===== src/rtl/wkp_pkg.sv =====
// Shared types, codes and decode helpers of the Wiegand keypad PIN collector.
`default_nettype none

package wkp_pkg;

	// Function codes carried in the input tuser
	typedef enum logic [1:0] {
		FUNC_TICK = 2'd0,
		FUNC_POLL = 2'd1,
		FUNC_SEND = 2'd2,
		FUNC_NONE = 2'd3
	} func_t;

	// Configuration register indexes
	localparam logic [1:0] REG_MODE    = 2'd0;
	localparam logic [1:0] REG_TIMEOUT = 2'd1;
	localparam logic [1:0] REG_END_KEY = 2'd2;

	// Configuration reset values
	localparam logic        MODE_RESET    = 1'b0;
	localparam logic [15:0] TIMEOUT_RESET = 16'd2000;
	localparam logic [3:0]  END_KEY_RESET = 4'd11;

	// Reader frame lengths per key
	localparam logic [7:0] BITS_4_MODE = 8'd4;
	localparam logic [7:0] BITS_8_MODE = 8'd8;

	// Codes 12 and above fold onto key '1'
	localparam logic [3:0] KEY_FOLD_MIN = 4'd12;
	localparam logic [3:0] KEY_ONE      = 4'd1;

	localparam logic [15:0] IDLE_MAX = 16'hFFFF;

	// Sequencer states
	typedef enum logic {
		ST_IDLE = 1'b0,
		ST_SEND = 1'b1
	} state_t;

	// Per-cell control
	typedef struct packed {
		logic load;
		logic shift;
	} cell_ctrl_t;

	// Decode the top nibble of a reader byte into a key code, inverted in 8-bit mode
	function automatic logic [3:0] decode_key(input logic [7:0] raw, input logic eight);
		logic [3:0] n;
		begin
			n = raw[7:4];
			if (eight) begin
				n = ~n;
			end
			if (n >= KEY_FOLD_MIN) begin
				n = KEY_ONE;
			end
			return n;
		end
	endfunction

endpackage

`default_nettype wire


===== src/rtl/wiegand_keypad_pin_collector.sv =====
// Top level of the Wiegand keypad PIN collector: control, key chain, output register.
// Tick and poll words are taken while the output register is free; their result word shows the cycle after accept.
// A send of n stored keys enters the send state, then shifts one key per cycle out of the
// head of the key cell chain while the output register is free; an empty send gives one word.
// Output words stall the chain through the single output register.
// Reset (arst_n low, asynchronous) clears the count, flags, idle timer, sequencer and
// output valid, and loads the configuration defaults; key cells are not reset.
`default_nettype none

module wiegand_keypad_pin_collector
	import wkp_pkg::*;
#(
	parameter int MAX_PIN_KEYS = 16,
	localparam int LEN_W = $clog2(MAX_PIN_KEYS + 1),
	localparam int OUT_W = 9 + LEN_W,
	localparam int OUT_TD_W = ((OUT_W + 7) / 8) * 8
)
(
	input  wire logic                clk,
	input  wire logic                arst_n,
	// configuration write port
	input  wire logic                cfg_we,
	input  wire logic [1:0]          cfg_index,
	input  wire logic [15:0]         cfg_wdata,
	// input stream
	input  wire logic                s_tvalid,
	output logic                     s_tready,
	input  wire logic [15:0]         s_tdata,  // bit_count[7:0], raw_byte[15:8]
	input  wire logic [1:0]          s_tuser,  // func[1:0]
	// output stream
	output logic                     m_tvalid,
	input  wire logic                m_tready,
	output logic [OUT_TD_W-1:0]      m_tdata,  // key_code, key_valid, pin_ready,
	                                           // pin_length, frame_error,
	                                           // reader_clear, overflow, zero pad
	output logic                     m_tlast
);

	// Configuration
	logic        mode_q;
	logic [15:0] timeout_q;
	logic [3:0]  end_key_q;

	// Entry state
	logic [LEN_W-1:0] count_q, count_d;
	logic             ready_q, ready_d;
	logic [15:0]      idle_q, idle_d;
	logic [LEN_W-1:0] left_q, left_d;
	state_t           state_q, state_d;

	// Output register
	logic             m_tvalid_q;
	logic [3:0]       o_key_q, o_key_d;
	logic             o_valid_q, o_valid_d;
	logic             o_last_q, o_last_d;
	logic             o_ready_q, o_ready_d;
	logic [LEN_W-1:0] o_len_q, o_len_d;
	logic             o_ferr_q, o_ferr_d;
	logic             o_clr_q, o_clr_d;
	logic             o_ovf_q, o_ovf_d;
	logic             o_load;

	// Handshake and decode
	logic       out_free;
	logic       acc;
	logic       emit;
	logic       append;
	logic       shift;
	func_t      func;
	logic [7:0] bit_count;
	logic [7:0] raw_byte;
	logic [3:0] new_key;
	logic [7:0] want;

	// Key chain
	logic [3:0]  cell_key  [MAX_PIN_KEYS];
	logic [3:0]  cell_next [MAX_PIN_KEYS];
	cell_ctrl_t  cell_ctrl [MAX_PIN_KEYS];

	assign func      = func_t'(s_tuser);
	assign bit_count = s_tdata[7:0];
	assign raw_byte  = s_tdata[15:8];
	assign new_key   = decode_key(raw_byte, mode_q);
	assign want      = mode_q ? BITS_8_MODE : BITS_4_MODE;

	assign out_free = !m_tvalid_q || m_tready;
	assign s_tready = (state_q == ST_IDLE) && out_free;
	assign acc      = s_tvalid && s_tready;
	assign emit     = (state_q == ST_SEND) && out_free;

	// Write configuration registers
	always_ff @(posedge clk or negedge arst_n) begin
		if (!arst_n) begin
			mode_q    <= MODE_RESET;
			timeout_q <= TIMEOUT_RESET;
			end_key_q <= END_KEY_RESET;
		end else if (cfg_we) begin
			unique case (cfg_index)
				REG_MODE:    mode_q    <= cfg_wdata[0];
				REG_TIMEOUT: timeout_q <= cfg_wdata;
				REG_END_KEY: end_key_q <= cfg_wdata[3:0];
				default:     ;
			endcase
		end
	end

	// Next state of the send sequencer
	always_comb begin
		state_d = state_q;
		unique case (state_q)
			ST_IDLE: begin
				if (acc && func == FUNC_SEND && count_q != '0) begin
					state_d = ST_SEND;
				end
			end
			ST_SEND: begin
				if (emit && left_q == LEN_W'(1)) begin
					state_d = ST_IDLE;
				end
			end
			default: state_d = ST_IDLE;
		endcase
	end

	// Entry update and result word
	always_comb begin
		count_d   = count_q;
		ready_d   = ready_q;
		idle_d    = idle_q;
		left_d    = left_q;
		append    = 1'b0;
		shift     = 1'b0;
		o_load    = 1'b0;
		o_key_d   = '0;
		o_valid_d = 1'b0;
		o_last_d  = 1'b1;
		o_ferr_d  = 1'b0;
		o_clr_d   = 1'b0;
		o_ovf_d   = 1'b0;
		if (acc) begin
			o_load = 1'b1;
			case (func)
				FUNC_TICK: begin
					if (idle_q != IDLE_MAX) begin
						idle_d = idle_q + 16'd1;
					end
				end
				FUNC_POLL: begin
					if (bit_count == 8'd0) begin
						if (idle_q > timeout_q) begin
							ready_d = (count_q != '0);
						end
					end else if (bit_count != want) begin
						count_d  = '0;
						ready_d  = 1'b0;
						idle_d   = '0;
						o_ferr_d = 1'b1;
						o_clr_d  = 1'b1;
					end else begin
						idle_d  = '0;
						o_clr_d = 1'b1;
						if (new_key == end_key_q) begin
							ready_d = (count_q != '0);
						end else if (count_q < LEN_W'(MAX_PIN_KEYS)) begin
							append  = 1'b1;
							count_d = count_q + LEN_W'(1);
						end else begin
							o_ovf_d = 1'b1;
						end
					end
				end
				FUNC_SEND: begin
					if (count_q == '0) begin
						ready_d = 1'b0;
						idle_d  = '0;
						o_clr_d = 1'b1;
					end else begin
						o_load = 1'b0;
						left_d = count_q;
					end
				end
				default: ;
			endcase
		end else if (emit) begin
			// Drain the head cell and advance the chain
			o_load    = 1'b1;
			shift     = 1'b1;
			o_key_d   = cell_key[0];
			o_valid_d = 1'b1;
			o_last_d  = (left_q == LEN_W'(1));
			left_d    = left_q - LEN_W'(1);
			if (o_last_d) begin
				count_d = '0;
				ready_d = 1'b0;
				idle_d  = '0;
				o_clr_d = 1'b1;
			end
		end
		o_ready_d = ready_d;
		o_len_d   = count_d;
	end

	// Control registers
	always_ff @(posedge clk or negedge arst_n) begin
		if (!arst_n) begin
			state_q    <= ST_IDLE;
			count_q    <= '0;
			ready_q    <= 1'b0;
			idle_q     <= '0;
			left_q     <= '0;
			m_tvalid_q <= 1'b0;
		end else begin
			state_q <= state_d;
			count_q <= count_d;
			ready_q <= ready_d;
			idle_q  <= idle_d;
			left_q  <= left_d;
			if (o_load) begin
				m_tvalid_q <= 1'b1;
			end else if (m_tready) begin
				m_tvalid_q <= 1'b0;
			end
		end
	end

	// Output payload register
	always_ff @(posedge clk) begin
		if (o_load) begin
			o_key_q   <= o_key_d;
			o_valid_q <= o_valid_d;
			o_last_q  <= o_last_d;
			o_ready_q <= o_ready_d;
			o_len_q   <= o_len_d;
			o_ferr_q  <= o_ferr_d;
			o_clr_q   <= o_clr_d;
			o_ovf_q   <= o_ovf_d;
		end
	end

	// Row of key cells, head at index zero
	for (genvar i = 0; i < MAX_PIN_KEYS; i++) begin : g_cell
		if (i == MAX_PIN_KEYS - 1) begin : g_tail
			assign cell_next[i] = '0;
		end else begin : g_mid
			assign cell_next[i] = cell_key[i+1];
		end
		assign cell_ctrl[i].load  = append && (count_q == LEN_W'(i));
		assign cell_ctrl[i].shift = shift;

		wkp_cell u_cell (
			.clk      (clk),
			.ctrl     (cell_ctrl[i]),
			.key_in   (new_key),
			.next_key (cell_next[i]),
			.key      (cell_key[i])
		);
	end

	assign m_tvalid = m_tvalid_q;
	assign m_tlast  = o_last_q;
	assign m_tdata  = OUT_TD_W'({o_ovf_q, o_clr_q, o_ferr_q, o_len_q,
		o_ready_q, o_valid_q, o_key_q});

`ifndef SYNTHESIS
	a_no_accept_in_send: assert property (@(posedge clk) disable iff (!arst_n)
		(state_q == ST_SEND) |-> !s_tready)
		else $error("input accepted while sending keys");

	a_count_bound: assert property (@(posedge clk) disable iff (!arst_n)
		count_q <= LEN_W'(MAX_PIN_KEYS))
		else $error("key count beyond capacity");

	a_send_left: assert property (@(posedge clk) disable iff (!arst_n)
		(state_q == ST_SEND) |-> (left_q != '0 && left_q <= count_q))
		else $error("send counter out of range");

	a_send_clears: assert property (@(posedge clk) disable iff (!arst_n)
		(emit && left_q == LEN_W'(1)) |=> (count_q == '0 && !ready_q && state_q == ST_IDLE))
		else $error("final send word did not clear entry");
`endif

endmodule

`default_nettype wire


===== src/rtl/wkp_cell.sv =====
// One key slot of the PIN chain: loads a new key or takes its neighbor's key.
`default_nettype none

module wkp_cell
	import wkp_pkg::*;
(
	input  wire logic       clk,
	input  wire cell_ctrl_t ctrl,
	input  wire logic [3:0] key_in,
	input  wire logic [3:0] next_key,
	output logic      [3:0] key
);

	logic [3:0] key_q;

	// Load on append, advance toward the head on send, else hold
	always_ff @(posedge clk) begin
		if (ctrl.load) begin
			key_q <= key_in;
		end else if (ctrl.shift) begin
			key_q <= next_key;
		end
	end

	assign key = key_q;

endmodule

`default_nettype wire

===== config.mk =====
export PLATFORM = sky130hd
export DESIGN_NAME = wiegand_keypad_pin_collector
export DESIGN_NICKNAME = d
export VERILOG_FILES = /design/src/rtl/wkp_pkg.sv /design/src/rtl/wiegand_keypad_pin_collector.sv /design/src/rtl/wkp_cell.sv
export SDC_FILE = /design/constraint.sdc
export NUM_CORES = 1
export LEC_CHECK = 0
export BUFFER_PORTS_ARGS = -buffer_cell sky130_fd_sc_hd__buf_4
export CAP_MARGIN = 20
export CORE_UTILIZATION = 50
export DETAILED_ROUTE_END_ITERATION = 12
export MAX_ROUTING_LAYER = met4
export PLACE_DENSITY = 0.66
export SLEW_MARGIN = 20
export SYNTH_ARGS = -nofsm -noshare
export SYNTH_HDL_FRONTEND = slang
export SYNTH_HIERARCHICAL = 1
export SYNTH_SLANG_ARGS = --single-unit

===== constraint.sdc =====
create_clock -name clk -period 4.9 [get_ports clk]
set_input_delay 0.735 -clock clk [delete_from_list [all_inputs] [get_ports clk]]
set_output_delay 0.735 -clock clk [all_outputs]
set_load 0.02 [all_outputs]

==> results of run 1 <==
==> logic make-up after synthesis <==
logic type | synth area share [%]
and+or+nand+nor | 13.75
DFF | 54.79
muxes | 15.05
AOI/OAI and AO/OA | 8.073
buffers and inverters | 3.112
adders and majority gates | 4.904
xor gates and xnor gates | 0.2641
other | 0.05653
==> routing by layer <==
metal | vias up | global-route usage (%)
li1 | 2111 | -
met4 | 0 | 8.017
met2 | 76 | 34.31
met3 | 12 | 5.973
met5 | - | -
met1 | 2150 | 26.95
==> state kept, by name, summed over array words and instances, names as in the netlist, 4 cells and up <==
register           cells
count_q                5
end_key_q              4
g_cell.u_cell/key     64
idle_q                16
left_q                 5
o_key_q                4
o_len_q                5
timeout_q             16
==> worst paths after layout <==
path	slack, ns	end	startpoint	cells past startpoint
max in group asynchronous	4.10	mode_q	arst_n	1
setup / recovery	1.63	g_cell[6].u_cell/key[1]	m_tvalid	8
setup reg to reg	1.63	g_cell[6].u_cell/key[1]	m_tvalid	8
hold reg to reg	0.51	timeout_q[2]	timeout_q[2]	1
hold / removal	0.35	timeout_q[12]	arst_n	1
min in group clk	0.51	timeout_q[2]	timeout_q[2]	1
==> cell usage after synthesis, drive strengths merged (2+ instances only) <==
master | number | area share, %
a21o | 4 | 0.45
a21oi | 14 | 1.1
a22oi | 2 | 0.23
a31oi | 4 | 0.38
a41oi | 2 | 0.26
and2 | 12 | 1.1
and3 | 11 | 1.0
and4 | 2 | 0.26
buf | 10 | 1.0
clkbuf | 11 | 0.62
dfrtp | 41 | 15
dfstp | 9 | 3.6
edfxtp | 79 | 36
ha | 26 | 4.9
inv | 26 | 1.5
mux2 | 86 | 15
mux2i | 3 | 0.45
nand2 | 27 | 1.5
nand2b | 11 | 1.0
nand3 | 14 | 1.1
nand3b | 3 | 0.34
nand4 | 5 | 0.47
nor2 | 25 | 1.4
nor2b | 8 | 0.75
nor3 | 9 | 0.75
nor3b | 9 | 1.0
nor4 | 5 | 0.57
o211ai | 2 | 0.23
o21ai | 34 | 2.6
o22ai | 2 | 0.19
o31ai | 9 | 1.1
o41ai | 2 | 0.26
or2 | 18 | 1.7
or3 | 2 | 0.19
or4 | 2 | 0.23
==> layout make-up <==
cell class	count	area, um2
multi-input cells	371	2811
clock buffers	19	432.9
well taps	172	215.2
repair buffers	57	427.9
flip-flops and latches	129	3635
clock inverters	13	161.4
inverters	26	97.59
fillers	1059	4992
==> power groups by stage <==
stage          logic [mW]  clock network (mW)  registers (mW)
6_report            0.292                1.26            1.27
3_3_place_gp        0.279                   0            1.28
4_1_cts             0.295                1.29            1.27
2_1_floorplan       0.201                   0            1.27
5_1_grt             0.331                1.34            1.28
3_5_place_dp        0.292                   0            1.29
==> stage by stage <==
stage	power, mW	setup WS, ns	hold slack, ns	util, %	instance area (um2)
3_3_place_gp	1.563	1.377	0.4915	56.26	7187
2_1_floorplan	1.475	1.607	0.4394	-	6653
3_5_place_dp	1.580	1.276	0.4990	56.26	7187
6_report	2.823	1.631	0.3470	60.92	7781
4_1_cts	2.854	1.615	0.3639	60.92	7781
5_1_grt	2.943	1.271	0.3940	60.92	7781
==> metrics.yaml, run 1 <==
status:
  status: "finished clean"
synthesis:
  async_flop_share_pct: 38.76
  ys_types: 54
  synth_cells: 542
  synth_edf_count: 79
  yosys_warnings: 6
  seq_area_frac_synth_pct: 54.79
  synth_area_per_cell_um2: 12.24
  ys_ff_latch: 129
  synth_area_mm2: 0.006634
  dominantRegCellSynth: "edfxtp_1"
power_and_ir_drop:
  switching_share_pct: 23.87
  irDropWorstVdd_mv: 0.3007
  powerDensity_mw_per_mm2: 362.8
  cell_internal_pwr_mw: 2.149
  net-switching-power_uw: 673.8
  leakage_nw: 3.130
  combPwrFrac_pct: 10.3
  clockPowerShare_pct: 44.8
  sequentialPowerShare_pct: 44.9
route:
  drc: 0
  num_vias: 4349
  drtPass1Iterations: 4
  wire_per_inst_um: 16.64
  wl_met2_mm: 6.461
  wl_mm: 13.09
  wl_met1_mm: 5.947
  vias_per_cell: 5.526
  top_layer: "met4"
  ant_nets: 0
  wl_met3_um: 525
  drt-initial-drc-count: 334
sta:
  tightest_slew_ns: 0.8557
  slew_viol_final: 0
  finalSetupViolCount: 0
  fin_worst_skew_ns: 0.02210
  fin_tns_setup_ns: 0
  fmax_mhz: 305.9
  rsz0062_at_grt: "no"
  finalHoldViolCount: 0
  finalCritPeriodShare_pct: 66.71
  maxSlewHeadroom_pct: 42.43
  fin_crit_ns: 3.269
clock_tree:
  cts_made_buffers: 17
  root_buffer: "clkbuf_16"
  postCtsSetupRepairBufs: 0
  ctsResizeCount: 0
  insertion_delay_ns: 0.43
  clk_pin_slew_ns: 0.06
  tritoncts: "yes"
  htreeDepth: 4
  clock_sinks: 129
  clock_tree.buffer_depth: 2
  cts_hold_buffers: 0
layout:
  drive_above_1_share_pct: 33.33
  layout_commonest_cell: "mux2_2"
  stdcell_count: 787
  diodes: 0
  final_cell_mix: "mux2_2 (86), edfxtp_1 (79), buf_4 (57)"
  final_nets: 669
  syn_to_final_growth_pct: 17.30
grt:
  grt_pass1_vias: 4372
  grt_pass1_wl_mm: 21.38
  grt_max_degree: 51
  antenna_found_initial: 0
  grt_remaining_overflow: 0
  grt_use_total_pct: 21.81
critical_path:
  max_stage_delay_ns: 0.59
  cp.required_ns: 5.08
  cp-start-kind: "flip-flop"
  cp_max_fo: 10
  cp_top_family: "simple AND/OR/NAND/NOR gates"
  crit_type: "reg2reg"
  crit_buf_inv: 0
  cp_cell_sequence: "nor2b_1, nor2_1, and2_1, nand3_1, nor3_2, nand2_1, nor3b_1, mux2_2"
  critical_path.slowest_cell: "nor3b_1"
  end_kind: "flip-flop"
  arrival_ns: 3.45
place:
  hpwl_mm: 9.317
  dpl.cell_count: 755
  gp_congestion: 0.7796
  port_buffers: 53
floorplanning:
  chipWidth_um: 117.2
  fp.coreArea_mm2: 0.01277
  initial_core_util_pct: 51.93
  die_h_um: 117.2
  fp-row-count: 41
  dieArea_mm2: 0.01373
  ios: 60
flow_run:
  max_cap_viol_count: 0
min_path:
  hold_class: "in2async"
Note: power is estimated with default switching activity, not from simulation.
==> run 2: changes to the inputs <==
--- a/config.mk
+++ b/config.mk
@@ -10,7 +10,7 @@
 export CORE_UTILIZATION = 50
 export DETAILED_ROUTE_END_ITERATION = 12
 export MAX_ROUTING_LAYER = met4
-export PLACE_DENSITY = 0.66
+export PLACE_DENSITY = 0.69
 export SLEW_MARGIN = 20
 export SYNTH_ARGS = -nofsm -noshare
 export SYNTH_HDL_FRONTEND = slang
==> constraint.sdc (replaced) <==
create_clock -name clk -period 2.85 [get_ports clk]
set_input_delay 0.4275 -clock clk [delete_from_list [all_inputs] [get_ports clk]]
set_output_delay 0.4275 -clock clk [all_outputs]
set_load 0.02 [all_outputs]
==> metrics.yaml, run 2 (synthesis results as in run 1) <==
sta:
  worst_slack_ns: 0.1905  # -1.441 ns
  fin_tns_setup_ns: 0  # unchanged
  fin_crit_ns: 2.660  # -0.6091 ns
  fin_worst_skew_ns: 0.009156  # -0.01294 ns
  finalSetupViolCount: 0  # unchanged
  rsz0062_at_grt: "no"
  maxSlewHeadroom_pct: 42.04  # -0.39 points
  slew_viol_final: 0  # unchanged
  whs_ns: 0.03525  # -0.3118 ns
  finalHoldViolCount: 0  # unchanged
  fmax_mhz: 376.0  # +23%
  tightest_slew_ns: 0.8526  # -0.003103 ns
  finalCritPeriodShare_pct: 93.32  # +27 points
grt:
  grt_use_total_pct: 22.13  # +0.32 points
  grt_remaining_overflow: 0  # unchanged
  grt_pass1_vias: 4444  # +1.6%
  grt_pass1_wl_mm: 21.93  # +2.6%
  grt_max_degree: 51  # unchanged
  antenna_found_initial: 0  # unchanged
clock_tree:
  cts_hold_buffers: 0  # unchanged
  insertion_delay_ns: 0.43  # about the same
  clk_pin_slew_ns: 0.06  # about the same
  cts_made_buffers: 17  # unchanged
  root_buffer: "clkbuf_16"
  ctsResizeCount: 0  # unchanged
  htreeDepth: 4  # unchanged
  postCtsSetupRepairBufs: 0  # unchanged
  clock_sinks: 129  # unchanged
  clock_tree.buffer_depth: 2  # unchanged
  tritoncts: "yes"
layout:
  layout_commonest_cell: "mux2_2"
  final_util_pct: 62.96  # +2.0 points
  drive_above_1_share_pct: 37.26  # +3.9 points
  final_cell_mix: "mux2_2 (86), edfxtp_1 (79), buf_4 (78)"
  largest_reg_flops: 64  # unchanged
  final_nets: 690  # +3.1%
  diodes: 0  # unchanged
  stdcell_area_mm2: 0.008043  # +3.4%
  syn_to_final_growth_pct: 21.24
  fill_cells: 994  # -6.1%
  stdcell_count: 808  # +2.7%
place:
  port_buffers: 53  # unchanged
  hpwl_mm: 9.197  # -1.3%
  placed_area_mm2: 0.007372  # +2.6%
  place_ws_ns: 0.04665  # -1.230 ns
  gp_congestion: 0.8475  # +8.7%
  dpl.cell_count: 776  # +2.8%
power_and_ir_drop:
  p_total_mw: 5.061  # +79%
  irDropWorstVdd_mv: 0.3323  # +10%
  leakage_nw: 3.282  # +4.8%
  powerDensity_mw_per_mm2: 629.3  # +73%
critical_path:
  cp_max_fo: 5  # -5
  reg2reg_to: "o_ready_q"
  rr_worst_depth: 8  # unchanged
  crit_type: "reg2reg"
  r2r-start: "idle_q[13]"
  end_kind: "flip-flop"
  rrSetupSlack_ns: 0.19  # -1.44 ns
  cp-start-kind: "flip-flop"
  arrival_ns: 2.82  # -0.63 ns
  cp.required_ns: 3.01  # -2.07 ns
route:
  num_vias: 4454  # +2.4%
  drc: 0  # unchanged
  drt-initial-drc-count: 275  # -18%
  drtPass1Iterations: 4  # unchanged
  vias_per_cell: 5.512  # -0.25%
  wl_mm: 13.07  # -0.21%
  wire_per_inst_um: 16.17  # -2.8%
  ant_nets: 0  # unchanged
floorplanning:
  fp.coreArea_mm2: 0.01277  # unchanged
  ios: 60  # unchanged
  chipWidth_um: 117.2  # unchanged
  fp-row-count: 41  # unchanged
  dieArea_mm2: 0.01373  # unchanged
  initial_core_util_pct: 51.93  # unchanged
  die_h_um: 117.2  # unchanged
status:
  status: "finished clean"
flow_run:
  max_cap_viol_count: 0  # unchanged
min_path:
  hold_class: "in2async"
==> run 2: cell count changes in the layout (fill, tap and decap cells not counted), moves of 2 or more <==
cell / change
clkinv_4: +2
nor3b_1: -2
buf_4: +21
clkbuf_1: -2
nor3b_2: +2
clkbuf_8: +3
clkinvlp_4: -2
==> run 2: layer usage <==
metal / GRT usage [%] / wire (um) / up-vias
li1: - / - / 2155
met1: 29.04 / 6229 / 2210
met2: 34.16 / 6222 / 74
met3: 4.377 / 413 / 15
met4: 8.270 / 201 / 0
met5: - / 0 / -
==> run 2: layout make-up <==
class,count,area [um2],area share (%)
Sequential cell,129,3636,45.21
Multi-Input combinational cell,371,2861,35.58
Timing Repair Buffer,78,585.6,7.281
Clock buffer,20,466.7,5.803
Tap cell,172,215.2,2.676
Clock inverter,12,180.2,2.240
Inverter,26,97.59,1.213
==> run 2: report_power, final <==
part	total (mW)	internal, mW	switching, mW
clock	2.36	1.54	0.824
sequential	2.18	2.10	0.0751
combinational	0.526	0.233	0.293
total	5.06	3.87	1.19
==> run 2: worst max-delay path, cell delays in order, from the launching register on <==
cell	delay, ns
dfrtp_1	0.42
ha_1	0.32
nand4_1	0.24
nor4_4	0.39
a21bo_1	0.28
a41oi_2	0.23
a21o_1	0.15
o22ai_1	0.06
a41o_1	0.28
==> run 2: worst max path at each step <==
stage	to	slack, ns	start	cells after the start
5_1_grt	idle_q[13]	0.003	idle_q[0]	10
4_1_cts	o_ready_q	0.05	idle_q[13]	8
3_5_place_dp	g_cell[3].u_cell/key[0]	0.05	s_tdata[7]	9
2_1_floorplan	g_cell[0].u_cell/key[0]	0.05	m_tvalid	8
6_report	o_ready_q	0.19	idle_q[13]	8
3_3_place_gp	g_cell[1].u_cell/key[0]	0.09	s_tdata[7]	9
